$ cat src/design/gkc_pkg.sv
`timescale 1ns / 1ps
`default_nettype none

package gkc_pkg;

	localparam int MAX_NODES   = 32;
	localparam int DIST_W      = 16;
	localparam int ID_W        = $clog2(MAX_NODES);
	localparam int COUNT_W     = $clog2(MAX_NODES + 1);
	localparam int STORE_DEPTH = MAX_NODES * MAX_NODES;
	localparam int ADDR_W      = $clog2(STORE_DEPTH);
	localparam int CFG_IDX_W   = 1;

	// configuration register indexes
	localparam logic [CFG_IDX_W-1:0] REG_NODES_IN_USE = 1'b0;
	localparam logic [CFG_IDX_W-1:0] REG_CENTER_COUNT = 1'b1;

	localparam logic [COUNT_W-1:0] NODES_RESET  = COUNT_W'(MAX_NODES);
	localparam logic [COUNT_W-1:0] CENTER_RESET = COUNT_W'(1);

	typedef enum logic [2:0] {
		ST_IDLE,
		ST_SEED,
		ST_SEED_WAIT,
		ST_SEARCH,
		ST_UPDATE,
		ST_UPDATE_WAIT,
		ST_EMIT_CTR,
		ST_EMIT_LBL
	} gkc_state_t;

	typedef struct packed {
		logic run_init;
		logic seed_issue;
		logic search_step;
		logic update_issue;
		logic round_next;
		logic emit_center;
		logic emit_label;
		logic cnt_clear;
	} gkc_cmd_t;

	typedef struct packed {
		logic cnt_n_last;
		logic cnt_k_last;
		logic round_last;
		logic single_center;
	} gkc_status_t;

endpackage

`default_nettype wire

$ cat src/design/gkc_ctrl.sv
`timescale 1ns / 1ps
`default_nettype none

module gkc_ctrl
	import gkc_pkg::*;
(
	input  wire logic        clk,
	input  wire logic        arst_n,
	input  wire logic        start,
	input  wire logic        last_entry,
	input  wire gkc_status_t status,
	output gkc_cmd_t         cmd,
	output logic             busy
);

	gkc_state_t state_q, state_d;

	always_ff @(posedge clk or negedge arst_n) begin
		if (!arst_n) begin
			state_q <= ST_IDLE;
		end else begin
			state_q <= state_d;
		end
	end

	always_comb begin
		state_d = state_q;
		cmd     = '0;
		busy    = 1'b1;
		case (state_q)
			ST_IDLE: begin
				busy = 1'b0;
				if (start && last_entry) begin
					cmd.run_init = 1'b1;
					state_d      = ST_SEED;
				end
			end
			ST_SEED: begin
				cmd.seed_issue = 1'b1;
				if (status.cnt_n_last) begin
					cmd.cnt_clear = 1'b1;
					state_d       = ST_SEED_WAIT;
				end
			end
			ST_SEED_WAIT: begin
				state_d = status.single_center ? ST_EMIT_CTR : ST_SEARCH;
			end
			ST_SEARCH: begin
				cmd.search_step = 1'b1;
				if (status.cnt_n_last) begin
					cmd.cnt_clear = 1'b1;
					state_d       = ST_UPDATE;
				end
			end
			ST_UPDATE: begin
				cmd.update_issue = 1'b1;
				if (status.cnt_n_last) begin
					cmd.cnt_clear = 1'b1;
					state_d       = ST_UPDATE_WAIT;
				end
			end
			ST_UPDATE_WAIT: begin
				if (status.round_last) begin
					state_d = ST_EMIT_CTR;
				end else begin
					cmd.round_next = 1'b1;
					state_d        = ST_SEARCH;
				end
			end
			ST_EMIT_CTR: begin
				cmd.emit_center = 1'b1;
				if (status.cnt_k_last) begin
					cmd.cnt_clear = 1'b1;
					state_d       = ST_EMIT_LBL;
				end
			end
			ST_EMIT_LBL: begin
				cmd.emit_label = 1'b1;
				if (status.cnt_n_last) begin
					cmd.cnt_clear = 1'b1;
					state_d       = ST_IDLE;
				end
			end
			default: begin
				state_d = ST_IDLE;
			end
		endcase
	end

endmodule

`default_nettype wire

$ cat config.mk
export PLATFORM = sky130hd
export DESIGN_NAME = gkc_ctrl
export DESIGN_NICKNAME = d
export VERILOG_FILES = /design/src/design/gkc_pkg.sv /design/src/design/gkc_ctrl.sv
export SDC_FILE = /design/constraint.sdc
export NUM_CORES = 1
export LEC_CHECK = 0
export BUFFER_PORTS_ARGS = -buffer_cell sky130_fd_sc_hd__buf_2
export CAP_MARGIN = 5
export CORE_AREA = 3 3 40 42
export CTS_BUF_LIST = sky130_fd_sc_hd__clkbuf_8
export CTS_CLUSTER_SIZE = 40
export DETAILED_ROUTE_END_ITERATION = 8
export DIE_AREA = 0 0 43 45
export GPL_TIMING_DRIVEN = 0
export SLEW_MARGIN = 20
export SYNTH_ARGS = -nofsm -noshare
export SYNTH_HDL_FRONTEND = slang
export SYNTH_SLANG_ARGS = --single-unit
$ cat constraint.sdc
create_clock -name clk -period 1.68 [get_ports clk]
set_clock_uncertainty 0.2 [all_clocks]
set_input_delay 0.168 -clock clk [delete_from_list [all_inputs] [get_ports clk]]
set_output_delay 0.168 -clock clk [all_outputs]
set_load 0.02 [all_outputs]
==> results of run 1 <==
-- path summary, 6_finish.rpt --
check                      slack [ps]  depth (start not counted)                   start                endpoint
setup / recovery                 -130                          6  state_q[0]$_DFFE_PN0P_  state_q[1]$_DFFE_PN0P_
hold reg to reg                   480                          2  state_q[1]$_DFFE_PN0P_  state_q[1]$_DFFE_PN0P_
min in group clk                  160                          3               status[1]  state_q[2]$_DFFE_PN0P_
hold / removal                     80                          2                  arst_n  state_q[2]$_DFFE_PN0P_
setup reg to reg                 -130                          6  state_q[0]$_DFFE_PN0P_  state_q[1]$_DFFE_PN0P_
max in group asynchronous        1080                          2                  arst_n  state_q[0]$_DFFE_PN0P_
-- report_power, final --
part	internal, mW	switching (mW)
registers	0.121	0.0595
clock network	0.155	0.0461
logic	0.504	0.472
-- per-layer routing --
metal | GRT usage | vias up | share of wire
met5 | 0 | - | 0
met4 | 0.0542 | 0 | 0
met3 | 0.0478 | 0 | 0.092
met2 | 0.168 | 16 | 0.54
met1 | 0.0872 | 156 | 0.37
li1 | - | 186 | -
-- timing repair --
item,CTS,global route
cloned,0,0
pin swaps,4,2
buffers inserted,3,3
hold buffers,1,0
resized for setup,9,7
endpoints found under the setup margin,6,10
endpoints found under the hold margin,3,0
-- per-stage QoR --
stage               hold WS, ps  setup WS (ps)  area, µm²  instances
global route               92.5           -179        598         80
floorplan                  -328          -46.9        335         38
global placement           -234           -160        434         69
detailed placement         -234           -171        434         69
finish                     76.8           -128        598         80
CTS                        76.0           -124        542         77
-- layout make-up --
type,instances,area [µm²]
Sequential cell,3,77.6
Clock inverter,1,3.75
Tap cell,15,18.8
Timing Repair Buffer,23,140
Inverter,5,18.8
Clock buffer,3,41.3
Multi-Input combinational cell,29,290
Fill cell,135,687
Buffer,1,7.51
-- cell families (layout without fill, tap and decap cells) --
logic type | count (synthesis) | in the layout | synth area share
compound gates | 10 | 10 | 0.262
fa+ha+maj | 4 | 4 | 0.152
buf+inv | 6 | 33 | 0.0799
flops | 3 | 3 | 0.228
mux | 2 | 2 | 0.0760
simple gates | 13 | 13 | 0.202
-- critical path, stage by stage, from the launching register on --
cell and delay [ps]:
dfrtp_2 400, inv_2 90, ha_4 180, a21oi_4 150
a21o_1 170, o221a_4 210, mux2_4 300
-- placed cells by master, fill, tap and decap left out, drive strengths merged, types with 2 or more instances in the layout --
cell type,Yosys,routed
buf,1,23
inv,5,6
nand2,4,4
ha,4,4
and2,3,3
clkbuf,0,3
dfrtp,3,3
nand2b,2,2
nor2,2,2
a21o,2,2
a31oi,2,2
nor2b,2,2
==> flow_metrics.env, run 1 <==
export IMPL_numCtsBuffers=3
export IMPL_core_um2=1280
export IMPL_tritoncts="built"
export IMPL_p_per_area_nw_per_um2=2270
export IMPL_slew_headroom=0.856
export IMPL_ctsLongestPathBuffers=2
export IMPL_port_buffer_count=16
export IMPL_syn_to_final_growth_pct=81.7
export IMPL_timing_final_ws_setup_ps=-128
export IMPL_cts_sink_count=3
export IMPL_finalWeightedCongestion=0.712
export IMPL_grt_pass1_vias=326
export IMPL_track_usage=0.0942
export IMPL_ys_flop_type="dfrtp_1"
export IMPL_syn_inst=38
export IMPL_cp_required_ps=1570
export IMPL_ant_nets=0
export IMPL_drive_gt1_frac=0.615
export IMPL_yosysSeqAreaShare=0.228
export IMPL_synth_top_area_share=0.228
export IMPL_cts_root_buf="clkbuf_8"
export IMPL_yosysMostFrequentCell="inv_1"
export IMPL_dieHeight_um=45
export IMPL_drt_wl_total_um=866
export IMPL_top_regs="state_q x3"
export IMPL_status="complete, but fails checks"
export IMPL_post_route_period_util=1.08
export IMPL_grt_pass1_wl_um=1310
export IMPL_cp_max_fo=4
export IMPL_endpoint_kind="flip-flop"
export IMPL_synth_area_leaders="dfrtp_1 (23%), ha_1 (15%), o221a_4 (6.1%), and2_1 (5.7%), inv_1 (5.7%)"
export IMPL_die_area_um2=1940
export IMPL_syn_area_um2=329
export IMPL_vias_per_cell=4.48
export IMPL_syn_avg_cell_area_um2=8.66
export IMPL_ys_seq_elements=3
export IMPL_rsz0062_at_grt="true"
export IMPL_num_rows=13
export IMPL_initial_core_util=0.256
export IMPL_clkTransAtPathRegs_ps=30
export IMPL_nets=78
export IMPL_synth_top_cell_by_area="dfrtp_1"
export IMPL_die_width_um=43
export IMPL_tightest_slew_ps=214
export IMPL_first_pass_iters=4
export IMPL_grt_antenna_before_repair=0
export IMPL_finalPower_mw=1.36
export IMPL_drtIter0Drc=5
export IMPL_criticalPathCategory="reg -> reg"
export IMPL_drc=0
export IMPL_p_leak_nw=0.311
export IMPL_largest_register_ffs=3
export IMPL_finalMaxSlewViolations=0
export IMPL_grt_start_max_net_pins=11
export IMPL_hold_class="in -> async"
export IMPL_regMostFlops="state_q"
export IMPL_maxCapViolations=0
export IMPL_synth_fp_nets=50
export IMPL_clk_latency_ps=210
export IMPL_fin_util=0.465
export IMPL_hpwl_um=625
export IMPL_htree_levels=1
export IMPL_peakVddDrop_uv=751
export IMPL_tns_ps=-255
export IMPL_synth_top_cells_by_count="inv_1 (5), ha_1 (4), nand2_1 (4)"
export IMPL_postSynth_asyncResetShare=1.00
export IMPL_diodes=0
export IMPL_max_freq_mhz=553
export IMPL_synth_edf_count=0
export IMPL_ioPinCount=17
export IMPL_cp_arrival_ps=1700
export IMPL_post_drt_wl_per_cell_um=10.8
export IMPL_via_count=358
export IMPL_worst_setup_path_start_kind="flip-flop"
export IMPL_grt_ovfl_total=0
export IMPL_violations="negative setup slack"
export IMPL_yosysUniqueCellTypes=19
export IMPL_min_period_ps=1810
export IMPL_hold_violations=0
export IMPL_yosysWarnings=0
export IMPL_setup_violations=5
No activity file was read; power rests on OpenSTA's default activity.
==> inputs of run 2 (changes only) <==
--- a/config.mk
+++ b/config.mk
@@ -8,11 +8,13 @@
 export BUFFER_PORTS_ARGS = -buffer_cell sky130_fd_sc_hd__buf_2
 export CAP_MARGIN = 5
 export CORE_AREA = 3 3 40 42
-export CTS_BUF_LIST = sky130_fd_sc_hd__clkbuf_8
+export CTS_BUF_LIST = sky130_fd_sc_hd__clkbuf_4
 export CTS_CLUSTER_SIZE = 40
 export DETAILED_ROUTE_END_ITERATION = 8
 export DIE_AREA = 0 0 43 45
 export GPL_TIMING_DRIVEN = 0
+export PLACE_DENSITY = 0.59
+export SKIP_CTS_REPAIR_TIMING = 1
 export SLEW_MARGIN = 20
 export SYNTH_ARGS = -nofsm -noshare
 export SYNTH_HDL_FRONTEND = slang
==> run 2 against run 1 <==
  * The run still ends with negative setup slack left
  * Register-to-register slack improved by 40 ps
  * First-iteration DRC count fell by 80%
  * Via count up 3.1%
  * Critical path type is now reg -> out
  * Sequential share of layout area decreased by 0.89 points
==> flow_metrics.env, run 2 (synthesis gave the netlist of run 1 again) <==
export IMPL_status="complete, but fails checks"
export IMPL_violations="negative setup slack"
export IMPL_regMostFlops="state_q"
export IMPL_cp_max_fo=4
export IMPL_reg2reg_to="state_q[1]$_DFFE_PN0P_"
export IMPL_ant_nets=0
export IMPL_finalWeightedCongestion=0.733
export IMPL_die_area_um2=1940
export IMPL_max_freq_mhz=558
export IMPL_maxCapViolations=0
export IMPL_first_pass_iters=4
export IMPL_num_rows=13
export IMPL_vias_per_cell=4.56
export IMPL_core_um2=1280
export IMPL_dieHeight_um=45
export IMPL_final_common_cell="buf_2"
export IMPL_grt_antenna_before_repair=0
export IMPL_critPathLaunch="state_q[1]$_DFFE_PN0P_"
export IMPL_cp_required_ps=1310
export IMPL_slew_headroom=0.690
export IMPL_worst_setup_path_start_kind="flip-flop"
export IMPL_largest_register_ffs=3
export IMPL_hold_class="in -> async"
export IMPL_cts_root_buf="clkbuf_4"
export IMPL_grt_ovfl_total=0
export IMPL_placed_cells=69
export IMPL_fin_cells=81
export IMPL_reg2reg_depth=5
export IMPL_post_drt_wl_per_cell_um=11.0
export IMPL_r2r_start="state_q[1]$_DFFE_PN0P_"
export IMPL_htree_levels=1
export IMPL_rsz0062_at_grt="true"
export IMPL_tightest_slew_ps=462
export IMPL_grt_pass1_vias=324
export IMPL_cts_sink_count=3
export IMPL_grt_pass1_wl_um=1120
export IMPL_p_per_area_nw_per_um2=2320
export IMPL_cp_arrival_ps=1420
export IMPL_clk_latency_ps=230
export IMPL_layout_common_cells="buf_2 (14), buf_4 (9), clkbuf_4 (4)"
export IMPL_hold_ws_ps=56.7
export IMPL_timing_final_ws_setup_ps=-113
export IMPL_drc=0
export IMPL_drive_gt1_frac=0.682
export IMPL_numCtsBuffers=3
export IMPL_setup_violations=6
export IMPL_finalMaxSlewViolations=0
export IMPL_via_count=369
export IMPL_drt_wl_total_um=891
export IMPL_tritoncts="built"
export IMPL_track_usage=0.0776
export IMPL_diodes=0
export IMPL_post_route_period_util=1.07
export IMPL_port_buffer_count=16
export IMPL_rrSetupSlack_ps=-90
export IMPL_grt_start_max_net_pins=11
export IMPL_top_regs="state_q x3"
export IMPL_peakVddDrop_uv=1020
export IMPL_hold_violations=0
export IMPL_drtIter0Drc=1
export IMPL_criticalPathCategory="reg -> out"
export IMPL_die_width_um=43
export IMPL_min_period_ps=1790
export IMPL_ctsLongestPathBuffers=2
export IMPL_fillCellCount=127
export IMPL_clkTransAtPathRegs_ps=40
export IMPL_initial_core_util=0.256
export IMPL_nets=79
export IMPL_ioPinCount=17
export IMPL_dp_slack_ps=-146
export IMPL_p_leak_nw=0.323
export IMPL_hpwl_um=578
export IMPL_endpoint_kind="output port"
export IMPL_syn_to_final_growth_pct=92.0
export IMPL_tns_ps=-409
==> run 2: worst max path at each step <==
stage                             endpoint  slack [ps]  cells past startpoint
floorplan           state_q[1]$_DFFE_PN0P_         -50                      6
global placement    state_q[1]$_DFFE_PN0P_        -140                      6
detailed placement  state_q[1]$_DFFE_PN0P_        -150                      6
CTS                                 cmd[0]        -190                      6
global route                        cmd[0]        -170                      5
finish                              cmd[0]        -110                      5
==> run 2: where the power goes <==
| part | total [mW] | internal, mW | switching [mW] |
|---|---|---|---|
| Clock | 0.141 | 0.105 | 0.0356 |
| Combinational | 1.16 | 0.598 | 0.557 |
| Sequential | 0.172 | 0.118 | 0.0545 |
| Total | 1.47 | 0.821 | 0.647 |
==> run 2: metal layers <==
metal  wire length, µm  up-vias  track usage
met5                 0        -            0
met4                 0        0       0.0542
met3                47        0       0.0279
met2               524        8        0.144
met1               319      176       0.0702
li1                  -      185            -
==> run 2: final cells by class <==
type,instances,area (µm²),area share
buffer,1,7.51,0.0119
clock buffer,4,30.0,0.0475
inverter,5,21.3,0.0337
multi-input combinational,29,327,0.517
sequential,3,76.3,0.121
tap,15,18.8,0.0297
timing repair buffer,24,151,0.240
==> run 2: critical path, cell delays in order (launching register included) <==
cell,delay (ps)
dfrtp_2,440
ha_2,220
a21oi_4,140
nand2_1,70
a22o_1,170
buf_2,150
==> run 2: stage by stage <==
stage | util | area, µm² | power, mW
3_3_place_gp | 0.338 | 434 | 0.893
4_1_cts | 0.361 | 464 | 1.04
2_1_floorplan | - | 335 | 0.725
3_5_place_dp | 0.338 | 434 | 0.889
5_1_grt | 0.492 | 632 | 1.57
6_report | 0.492 | 632 | 1.47
==> inputs of run 3 (changes only) <==
--- a/config.mk
+++ b/config.mk
@@ -5,15 +5,15 @@
 export SDC_FILE = /design/constraint.sdc
 export NUM_CORES = 1
 export LEC_CHECK = 0
-export BUFFER_PORTS_ARGS = -buffer_cell sky130_fd_sc_hd__buf_2
 export CAP_MARGIN = 5
 export CORE_AREA = 3 3 40 42
 export CTS_BUF_LIST = sky130_fd_sc_hd__clkbuf_4
 export CTS_CLUSTER_SIZE = 40
 export DETAILED_ROUTE_END_ITERATION = 8
 export DIE_AREA = 0 0 43 45
+export DONT_BUFFER_PORTS = 1
 export GPL_TIMING_DRIVEN = 0
-export PLACE_DENSITY = 0.59
+export PLACE_DENSITY = 0.47
 export SKIP_CTS_REPAIR_TIMING = 1
 export SLEW_MARGIN = 20
 export SYNTH_ARGS = -nofsm -noshare
==> run 3 against run 2 <==
  * Sequential cell count did not move
  * The flow still finishes with violations (negative setup slack)
  * Cell count is 22% lower
  * Wire length decreased by 7.6%
  * Hold slack lost 30 ps
  * Non-clock buffer count decreased by 18
  * Clock power about the same
  * Largest cell class unchanged
==> flow_metrics.env, run 3 (synthesis gave the netlist of run 1 again) <==
export IMPL_status="complete, but fails checks"
export IMPL_violations="negative setup slack"
export IMPL_design_area_um2=522
export IMPL_ant_nets=0
export IMPL_regMostFlops="state_q"
export IMPL_reg2reg_depth=6
export IMPL_vias_per_cell=4.84
export IMPL_drive_gt1_frac=0.604
export IMPL_tns_ps=-285
export IMPL_peakVddDrop_uv=803
export IMPL_hold_class="in -> reg"
export IMPL_final_common_cell="buf_4"
export IMPL_rsz0062_at_grt="true"
export IMPL_top_layer="met3"
export IMPL_finalPower_mw=1.26
export IMPL_grt_pass1_vias=258
export IMPL_intPower_uw=683
export IMPL_wl_met3_um=60
export IMPL_finalMaxSlewViolations=0
export IMPL_endpoint_kind="flip-flop"
export IMPL_diodes=0
export IMPL_tightest_slew_ps=397
export IMPL_via_count=305
export IMPL_maxCapViolations=0
export IMPL_finalWeightedCongestion=0.806
export IMPL_nets=61
export IMPL_clock_power_share=0.112
export IMPL_dp_slack_ps=-169
export IMPL_track_usage=0.0835
export IMPL_die_width_um=43
export IMPL_grt_antenna_before_repair=0
export IMPL_numCtsBuffers=3
export IMPL_grt_start_max_net_pins=11
export IMPL_tritoncts="built"
export IMPL_worst_setup_path_start_kind="flip-flop"
export IMPL_setup_violations=3
export IMPL_ctsLongestPathBuffers=2
export IMPL_first_pass_iters=3
export IMPL_cp_max_fo=4
export IMPL_slew_headroom=0.734
export IMPL_die_area_um2=1940
export IMPL_multi_input_area_um2=322
export IMPL_wl_met2_um=455
export IMPL_layout_common_cells="buf_4 (5), clkbuf_4 (4), inv_2 (3), nand2_1 (3), dfrtp_1 (3)"
export IMPL_drtIter0Drc=1
export IMPL_met1Wirelength_um=307
export IMPL_seqCellArea_um2=75.1
export IMPL_initial_core_util=0.256
export IMPL_timing_final_ws_setup_ps=-126
export IMPL_post_drt_wl_per_cell_um=13.1
export IMPL_p_sw_uw=573
export IMPL_p_per_area_nw_per_um2=2410
export IMPL_grt_ovfl_total=0
export IMPL_criticalPathCategory="reg -> reg"
export IMPL_core_um2=1280
export IMPL_critPathLaunch="state_q[0]$_DFFE_PN0P_"
export IMPL_syn_to_final_growth_pct=58.6
export IMPL_clkTransAtPathRegs_ps=40
export IMPL_reg2reg_to="state_q[1]$_DFFE_PN0P_"
export IMPL_fin_util=0.406
export IMPL_dieHeight_um=45
export IMPL_post_route_period_util=1.07
export IMPL_drc=0
export IMPL_hold_violations=0
export IMPL_cts_sink_count=3
export IMPL_cts_root_buf="clkbuf_4"
export IMPL_hold_ws_ps=26.9
export IMPL_fillCellCount=134
export IMPL_swShare=0.456
export IMPL_whs_path_depth=2
export IMPL_htree_levels=1
export IMPL_cp_required_ps=1590
export IMPL_r2r_start="state_q[0]$_DFFE_PN0P_"
export IMPL_p_leak_nw=0.244
export IMPL_placed_cells=53
export IMPL_seqPwrFrac=0.127
export IMPL_cp_arrival_ps=1720
export IMPL_max_freq_mhz=554
export IMPL_post_dp_cell_area_um2=354
export IMPL_ioPinCount=17
export IMPL_rrSetupSlack_ps=-130
export IMPL_p_comb_frac=0.761
export IMPL_drt_wl_total_um=823
export IMPL_crit_path_end="state_q[1]$_DFFE_PN0P_"
export IMPL_largest_register_ffs=3
export IMPL_port_buffer_count=0
export IMPL_fin_cells=63
export IMPL_clk_latency_ps=230
export IMPL_min_period_ps=1810
export IMPL_top_regs="state_q x3"
export IMPL_num_rows=13
export IMPL_grt_pass1_wl_um=1150
[run 3: changes by cell type in the layout (fill, tap and decap cells not counted), moves of 2 or more]
cell	before	now
inv_2	1	3
and2_1	3	1
buf_4	9	5
buf_2	14	0
[run 3: worst min-delay path by stage]
stage / from / endpoint
floorplan: arst_n / state_q[0]$_DFFE_PN0P_
global placement: arst_n / state_q[1]$_DFFE_PN0P_
detailed placement: arst_n / state_q[2]$_DFFE_PN0P_
CTS: arst_n / state_q[2]$_DFFE_PN0P_
global route: status[1] / state_q[2]$_DFFE_PN0P_
finish: status[1] / state_q[2]$_DFFE_PN0P_
[run 3: worst max-delay path, cell delays in order (launching register included)]
cell and delay [ps]:
dfrtp_1 390, inv_2 90, ha_4 190, a21oi_4 150
a21o_1 160, o221a_4 210, mux2_4 300
[run 3: cell type report]
cell class | instances | area share
Clock buffer | 4 | 0.0576
Multi-Input combinational cell | 29 | 0.616
Sequential cell | 3 | 0.144
Buffer | 1 | 0.0144
Tap cell | 15 | 0.0360
Timing Repair Buffer | 6 | 0.0959
Inverter | 5 | 0.0360
[run 3: per-layer routing]
metal / GRT usage / vias to the layer above
li1: - / 151
met1: 0.0801 / 144
met2: 0.141 / 10
met3: 0.0558 / 0
met4: 0.0361 / 0
met5: 0 / -
[run 3: power groups by stage]
stage          Sequential [mW]  Combinational [mW]  Clock [mW]
2_1_floorplan            0.144               0.581           0
3_3_place_gp             0.150               0.663           0
3_5_place_dp             0.152               0.677           0
4_1_cts                  0.152               0.677       0.144
5_1_grt                  0.163                1.05       0.152
6_report                 0.159               0.956       0.141
